<file path="src/rtl/cnw_pkg.sv">
// ----------------------------------------------------------------------------
// cnw_pkg: calendar normalize and weekday package
// Field bounds, month tables and the constants of the year arithmetic.
// ----------------------------------------------------------------------------
package cnw_pkg;

  localparam int unsigned SecBound   = 60;
  localparam int unsigned MinBound   = 60;
  localparam int unsigned HourBound  = 24;
  localparam int unsigned MonthBound = 12;
  localparam int unsigned WeekDays   = 7;

  // floor(y / 100) == (y * Div100Mul) >> Div100Shift for y below 1024.
  localparam int unsigned Div100Mul   = 1311;
  localparam int unsigned Div100Shift = 17;
  // floor(s / 7) == (s * Div7Mul) >> Div7Shift for s below 209.
  localparam int unsigned Div7Mul   = 147;
  localparam int unsigned Div7Shift = 10;

  localparam logic [3:0] MonFebruary = 4'd1;

  // Length of a month in a common year.
  function automatic logic [4:0] month_len(input logic [3:0] mon);
    logic [4:0] len;
    case (mon)
      4'd1:                      len = 5'd28;
      4'd3, 4'd5, 4'd8, 4'd10:   len = 5'd30;
      default:                   len = 5'd31;
    endcase
    return len;
  endfunction

  // Month offset of the table method, with its own row for leap years.
  function automatic logic [2:0] month_off(input logic leap, input logic [3:0] mon);
    logic [2:0] off;
    case (mon)
      4'd0:    off = leap ? 3'd6 : 3'd0;
      4'd1:    off = leap ? 3'd2 : 3'd3;
      4'd2:    off = 3'd3;
      4'd3:    off = 3'd6;
      4'd4:    off = 3'd1;
      4'd5:    off = 3'd4;
      4'd6:    off = 3'd6;
      4'd7:    off = 3'd2;
      4'd8:    off = 3'd5;
      4'd9:    off = 3'd0;
      4'd10:   off = 3'd3;
      default: off = 3'd5;
    endcase
    return off;
  endfunction

endpackage

</file>
<file path="src/rtl/calendar_normalize_weekday_top.sv">
// ----------------------------------------------------------------------------
// calendar_normalize_weekday_top: calendar time normalizer with weekday
// Wraps each time field by one step and computes the Gregorian day of week.
// ----------------------------------------------------------------------------
//
//  Channel   Handshake         Payload
//  --------  ----------------  ---------------------------------------------
//  request   start / busy      second_in minute_in hour_in day_in month_in
//                              year_since_1900
//  result    done (strobe)     second_out minute_out hour_out day_out
//                              month_out year_out weekday
//
// Every request passes through the four register stages of the pipeline on
// its way from the accepting edge to its done strobe, and a new request may
// be accepted every cycle. busy is always low: the receiver cannot stall
// results, so nothing ever backs up. The synchronous reset clears the stage
// valid bits, dropping any request in flight; payload registers are not reset.
//
module calendar_normalize_weekday_top (
  input  logic              clk,
  input  logic              rst,
  input  logic              start,
  output logic              busy,
  input  logic signed [6:0] second_in,
  input  logic signed [6:0] minute_in,
  input  logic signed [5:0] hour_in,
  input  logic signed [6:0] day_in,
  input  logic signed [4:0] month_in,
  input  logic        [9:0] year_since_1900,
  output logic              done,
  output logic        [5:0] second_out,
  output logic        [5:0] minute_out,
  output logic        [4:0] hour_out,
  output logic        [4:0] day_out,
  output logic        [3:0] month_out,
  output logic        [9:0] year_out,
  output logic        [2:0] weekday
);
  import cnw_pkg::*;

  // Stage 1: wrap the fixed-bound fields and start the divide by 100 of the
  // year offset. The full year is 1900 plus the offset, and 1900 is a multiple
  // of 100 and of 4, so all year tests work on the offset alone.
  logic              v1;
  logic        [5:0] s1_sec, s1_min;
  logic        [4:0] s1_hour;
  logic        [3:0] s1_mon;
  logic signed [6:0] s1_day;
  logic        [9:0] s1_y;
  logic       [20:0] s1_prod;

  // Stage 2: century split, leap test, day wrap and month offset.
  logic              v2;
  logic        [5:0] s2_sec, s2_min;
  logic        [4:0] s2_hour, s2_day;
  logic        [3:0] s2_mon;
  logic        [9:0] s2_y;
  logic        [2:0] s2_off, s2_cent;
  logic        [6:0] s2_yy;

  // Stage 3: the weekday sum before reduction modulo 7.
  logic              v3;
  logic        [5:0] s3_sec, s3_min;
  logic        [4:0] s3_hour, s3_day;
  logic        [3:0] s3_mon;
  logic        [9:0] s3_y;
  logic        [7:0] s3_sum;

  // Combinational values between stages.
  logic        [5:0] sec_w, min_w;
  logic        [4:0] hour_w;
  logic        [3:0] mon_w;
  logic        [3:0] cen_q;
  logic        [9:0] yy_full;
  logic              leap;
  logic        [4:0] mlen;
  logic        [4:0] day_w;
  logic        [1:0] cen_mod;
  logic        [7:0] sum;
  logic       [17:0] prod7;
  logic        [4:0] q7;
  logic        [7:0] wd_full;

  assign busy = 1'b0;

  // A negative field becomes bound minus one and a field at or above its
  // bound becomes zero, however far out it lies.
  always_comb begin
    if (second_in[6]) begin
      sec_w = 6'(SecBound - 1);
    end else if (second_in[5:0] >= 6'(SecBound)) begin
      sec_w = '0;
    end else begin
      sec_w = second_in[5:0];
    end
    if (minute_in[6]) begin
      min_w = 6'(MinBound - 1);
    end else if (minute_in[5:0] >= 6'(MinBound)) begin
      min_w = '0;
    end else begin
      min_w = minute_in[5:0];
    end
    if (hour_in[5]) begin
      hour_w = 5'(HourBound - 1);
    end else if (hour_in[4:0] >= 5'(HourBound)) begin
      hour_w = '0;
    end else begin
      hour_w = hour_in[4:0];
    end
    if (month_in[4]) begin
      mon_w = 4'(MonthBound - 1);
    end else if (month_in[3:0] >= 4'(MonthBound)) begin
      mon_w = '0;
    end else begin
      mon_w = month_in[3:0];
    end
  end

  // Stage 2 logic. The offset splits into centuries past 1900 and the two-digit
  // year. A year is a century year when the two-digit year is zero, and it is
  // divisible by 400 when 19 plus the centuries past 1900 is, that is when the
  // centuries past 1900 leave a remainder of one modulo four.
  always_comb begin
    cen_q   = s1_prod[Div100Shift +: 4];
    yy_full = s1_y - 10'(cen_q) * 10'd100;
    leap    = (s1_y[1:0] == 2'b00) && ((yy_full != '0) || (cen_q[1:0] == 2'b01));
    mlen    = month_len(s1_mon) + 5'((leap && (s1_mon == MonFebruary)) ? 1 : 0);
    // The day bound is the month length plus one, so day zero passes through.
    if (s1_day[6]) begin
      day_w = mlen;
    end else if (s1_day[5:0] > {1'b0, mlen}) begin
      day_w = '0;
    end else begin
      day_w = s1_day[4:0];
    end
    // The full-year century index is 19 + cen_q, taken modulo four.
    cen_mod = cen_q[1:0] + 2'd3;
  end

  // Stage 3 logic: day + month offset + yy + yy/4 + century code.
  assign sum = 8'(s2_day) + 8'(s2_off) + 8'(s2_yy) + 8'(s2_yy >> 2) + 8'(s2_cent);

  // Stage 4 logic: the sum stays below 209, so a reciprocal gives the quotient.
  always_comb begin
    prod7   = 18'(s3_sum) * 18'(Div7Mul);
    q7      = prod7[Div7Shift +: 5];
    wd_full = s3_sum - 8'(q7) * 8'(WeekDays);
  end

  always_ff @(posedge clk) begin
    if (rst) begin
      v1   <= 1'b0;
      v2   <= 1'b0;
      v3   <= 1'b0;
      done <= 1'b0;
    end else begin
      v1   <= start && !busy;
      v2   <= v1;
      v3   <= v2;
      done <= v3;
    end

    s1_sec  <= sec_w;
    s1_min  <= min_w;
    s1_hour <= hour_w;
    s1_mon  <= mon_w;
    s1_day  <= day_in;
    s1_y    <= year_since_1900;
    s1_prod <= 21'(year_since_1900) * 21'(Div100Mul);

    s2_sec  <= s1_sec;
    s2_min  <= s1_min;
    s2_hour <= s1_hour;
    s2_mon  <= s1_mon;
    s2_day  <= day_w;
    s2_y    <= s1_y;
    s2_off  <= month_off(leap, s1_mon);
    s2_yy   <= yy_full[6:0];
    s2_cent <= {2'(2'd3 - cen_mod), 1'b0};

    s3_sec  <= s2_sec;
    s3_min  <= s2_min;
    s3_hour <= s2_hour;
    s3_day  <= s2_day;
    s3_mon  <= s2_mon;
    s3_y    <= s2_y;
    s3_sum  <= sum;

    second_out <= s3_sec;
    minute_out <= s3_min;
    hour_out   <= s3_hour;
    day_out    <= s3_day;
    month_out  <= s3_mon;
    year_out   <= s3_y;
    weekday    <= wd_full[2:0];
  end

`ifndef SYNTHESIS
  // Every accepted request comes out with a done strobe.
  assert property (@(posedge clk) disable iff (rst) (start && !busy) |-> ##4 done)
    else $error("request did not reach the result strobe in four cycles");

  // No strobe appears without a matching accepted request.
  assert property (@(posedge clk) disable iff (rst)
                   done |-> $past(start && !busy, 4))
    else $error("result strobe without a matching request");

  // Month, hour and weekday are in range, and February never runs past day 29.
  assert property (@(posedge clk) disable iff (rst)
                   done |-> (month_out < 4'd12) && (hour_out < 5'd24) && (weekday < 3'd7)
                            && ((month_out != MonFebruary) || (day_out <= 5'd29)))
    else $error("result field out of range");
`endif

endmodule
</file>
<file path="config.mk">
export PLATFORM = sky130hd
export DESIGN_NAME = calendar_normalize_weekday_top
export DESIGN_NICKNAME = d
export VERILOG_FILES = /design/src/rtl/cnw_pkg.sv /design/src/rtl/calendar_normalize_weekday_top.sv
export SDC_FILE = /design/constraint.sdc
export NUM_CORES = 1
export LEC_CHECK = 0
export BUFFER_PORTS_ARGS = -buffer_cell sky130_fd_sc_hd__buf_2
export CORE_MARGIN = 2
export CORE_UTILIZATION = 30
export CTS_CLUSTER_DIAMETER = 80
export CTS_CLUSTER_SIZE = 25
export DETAILED_ROUTE_END_ITERATION = 10
export GPL_ROUTABILITY_DRIVEN = 0
export PLACE_DENSITY_LB_ADDON = 0.25
export SLEW_MARGIN = 5
export SYNTH_ARGS = -nofsm -noshare
export SYNTH_HDL_FRONTEND = slang
export SYNTH_SLANG_ARGS = --single-unit
</file>
<file path="constraint.sdc">
create_clock -name clk -period 12.1 [get_ports clk]
set_clock_uncertainty 0.2 [all_clocks]
set_input_delay 0.605 -clock clk [delete_from_list [all_inputs] [get_ports clk]]
set_output_delay 0.605 -clock clk [all_outputs]
set_load 0.02 [all_outputs]
</file>
==> results.py <==
metrics = {
    "critical_path": {
        "reg2reg_depth": 20,
        "timing.rr.start": "s1_prod[18]$_DFF_P_",
        "r2r-end": "s2_day[0]$_DFF_P_",
        "critPathCapture": "s2_day[0]$_DFF_P_",
        "critPathMaxFanout": 5,
        "arrival_ps": 5000,
        "end_kind": "flip-flop",
        "rrSetupSlack_ps": 7260,
        "crit_path_start": "s1_prod[18]$_DFF_P_",
        "cp-start-kind": "flip-flop",
        "required_ps": 12270,
        "worstSetupPathType": "flip-flop to flip-flop",
    },
    "die": {
        "ios": 86,
        "die_x_um": 166,
        "start_util": 0.304,
        "fp.coreArea_mm2": 0.0259,
        "die-height_um": 166,
        "die_area_mm2": 0.0275,
        "rows": 59,
    },
    "detailed_routing": {
        "routed_via_density": 4.19,
        "drtIter0Drc": 185,
        "ant_nets": 0,
        "routed_wl_um": 13200,
        "firstDrtPassIters": 4,
        "avgRoutedWirePerCell_um": 11.8,
        "vias": 4690,
        "drc": 0,
    },
    "timing": {
        "finalSetupTns_ps": 0,
        "fmax_ghz": 0.207,
        "maxSlewHeadroom": 0.635,
        "period_share": 0.400,
        "worst_pin_slew_ps": 544,
        "setup_viol": 0,
        "hold_viol": 0,
        "rsz0062_at_grt": "false",
        "period_needed_ps": 4840,
        "slew_violations": 0,
    },
    "clock_tree": {
        "clock_latency_ps": 420,
        "cts_root_buf": "clkbuf_16",
        "postCtsHoldBufs": 0,
        "numCtsBuffers": 17,
        "path_clk_slew_ps": 70,
        "post_cts_buffers": 0,
        "cts_sinks": 175,
        "cts_tree": "yes",
        "cts_resized": 0,
        "clockBufferDepth": 2,
        "htree_levels": 4,
    },
    "synthesis": {
        "ys_warn_count": 0,
        "yosys-top-cells-count": "dfxtp_1 (175), ha_1 (135), inv_1 (98)",
        "avgSynthCellArea_um2": 11.7,
        "synthFlopType": "dfxtp_1",
        "synthCells": 674,
        "synth_area_leaders": "dfxtp_1 (45%), ha_1 (21%), fa_1 (11%)",
        "synth-async-reset-ratio": 0,
        "synth_top_cell_by_area": "dfxtp_1",
        "yosys_register_bits": 175,
        "synth_area_mm2": 0.00787,
        "synth_cell_type_count": 48,
        "synth_most_common_cell": "dfxtp_1",
        "syn_nets": 896,
        "synth-edff-count": 0,
        "yosysSeqAreaShare": 0.445,
        "synth_top_area_share": 0.445,
    },
    "outcome": {
        "outcome": "finished, final reports clean",
    },
    "global_routing": {
        "grt_first_pass_wirelength_um": 22700,
        "grt_max_degree": 21,
        "overflow": 0,
        "antenna_found_initial": 0,
        "track_usage": 0.102,
        "first_global_vias": 4754,
    },
    "layout": {
        "final_nets": 992,
        "multi_input_area_mm2": 0.00397,
        "n_antenna_cell": 0,
        "nFillCells": 2545,
        "drive_above_1_share": 0.157,
        "instances_no_fill": 1118,
        "regArea_mm2": 0.00350,
        "areaGrowthSynthToFinish_pct": 18.0,
    },
    "place": {
        "port_buffers": 84,
        "place_hpwl_um": 10600,
        "dpl.cell_count": 1086,
    },
    "hold_path": {
        "hp-start": "day_in[1]",
        "hp-class": "primary input to flip-flop",
    },
    "run": {
        "cap_violations": 0,
    },
}
==> state kept, by name, indices dropped and copies added, names as in the netlist, 6 cells and up <==
| register | flops |
|---|---|
| second_out | 6 |
| s1_min | 6 |
| s3_sum | 8 |
| s3_min | 6 |
| s1_day | 7 |
| year_out | 10 |
| s2_sec | 6 |
| s3_y | 10 |
| s2_min | 6 |
| s3_sec | 6 |
| s1_y | 9 |
| s2_yy | 7 |
| minute_out | 6 |
| s2_y | 8 |
| s1_sec | 6 |
==> worst max-delay path: stages, from the launching register on <==
cell and delay [ps]:
dfxtp_1 430, inv_1 90, ha_1 280, inv_1 60
ha_1 220, fa_1 380, xnor2_1 140, ha_1 330
inv_1 90, a2111oi_0 380, nand3b_1 170, a2111oi_4 430
nor3_1 90, ha_1 310, ha_1 140, inv_1 30
a21o_1 160, a31oi_1 160, nand2_1 80, a311oi_2 400
a22o_1 200
==> layout make-up <==
| type | instances | area share |
|---|---|---|
| repair buffers | 84 | 0.0453 |
| well taps | 335 | 0.0451 |
| clock inverters | 15 | 0.0197 |
| clock buffers | 17 | 0.0458 |
| flip-flops and latches | 175 | 0.377 |
| inverters | 98 | 0.0396 |
| multi-input cells | 394 | 0.427 |
==> worst min-delay path by stage <==
stage	end	slack (ps)	cells past startpoint
after detailed placement	day_out[0]$_DFF_P_	110	0
after global routing	s1_day[5]$_DFF_P_	50	1
final	s1_day[1]$_DFF_P_	80	1
after global placement	minute_out[3]$_DFF_P_	110	0
after floorplan	day_out[0]$_DFF_P_	110	0
after CTS	s1_day[5]$_DFF_P_	60	1
==> cell usage in the layout (no fill, tap or decap), types with 2 or more instances in the layout <==
cell,Yosys,layout
mux2i_1,2,2
clkinv_8,0,4
a22o_1,5,5
xnor2_1,20,20
inv_6,0,4
nand3b_1,4,4
inv_12,0,2
o2111ai_1,3,3
a22oi_1,2,2
clkbuf_16,0,17
ha_1,135,135
nand4_1,7,7
o21ai_0,12,12
nor2b_1,9,9
a21o_1,29,29
nand3_1,4,4
nand2_1,17,17
nor3b_1,2,2
xor2_1,4,4
or3_1,2,2
a21boi_0,2,2
a21oi_1,26,26
buf_2,0,84
inv_8,0,3
o211ai_1,2,2
nor2_1,16,16
o21bai_1,3,3
inv_1,98,98
and3b_1,5,5
nor3_1,8,8
nand2b_1,4,4
a31oi_1,3,3
fa_1,42,42
o21a_1,5,5
a211oi_1,3,3
dfxtp_1,175,175
a211o_1,2,2
or2_2,2,2
==> logic make-up (layout without fill, tap and decap cells) <==
group,Yosys count,after routing,share of synthesized area
muxes,3,3,0.00398
and+or+nand+nor,85,85,0.0588
other,1,1,0.000477
AOI/OAI and AO/OA,104,104,0.0926
xor gates and xnor gates,24,24,0.0267
adders and majority gates,177,177,0.322
buffers and inverters,105,214,0.0506
DFF,175,175,0.445
==> metrics by stage <==
stage	utilization	setup WS, ps	hold WS, ps	instance area [um2]
2_1_floorplan	-	7270	110	7870
5_1_grt	0.358	6810	48.3	9290
3_3_place_gp	0.335	6950	110	8680
6_report	0.358	7260	83.0	9290
4_1_cts	0.358	7220	59.9	9290
3_5_place_dp	0.335	6890	112	8680
==> per-layer routing <==
layer | vias to the layer above | GRT usage | part of all wire
li1 | 2458 | - | -
met1 | 2164 | 0.133 | 0.49
met2 | 60 | 0.164 | 0.47
met3 | 8 | 0.0284 | 0.034
met4 | 0 | 0.0340 | 0.0099
met5 | - | 0 | 0
Power is not shown: default switching activity piles up to over one toggle a cycle in this logic, so the estimate is an artifact.
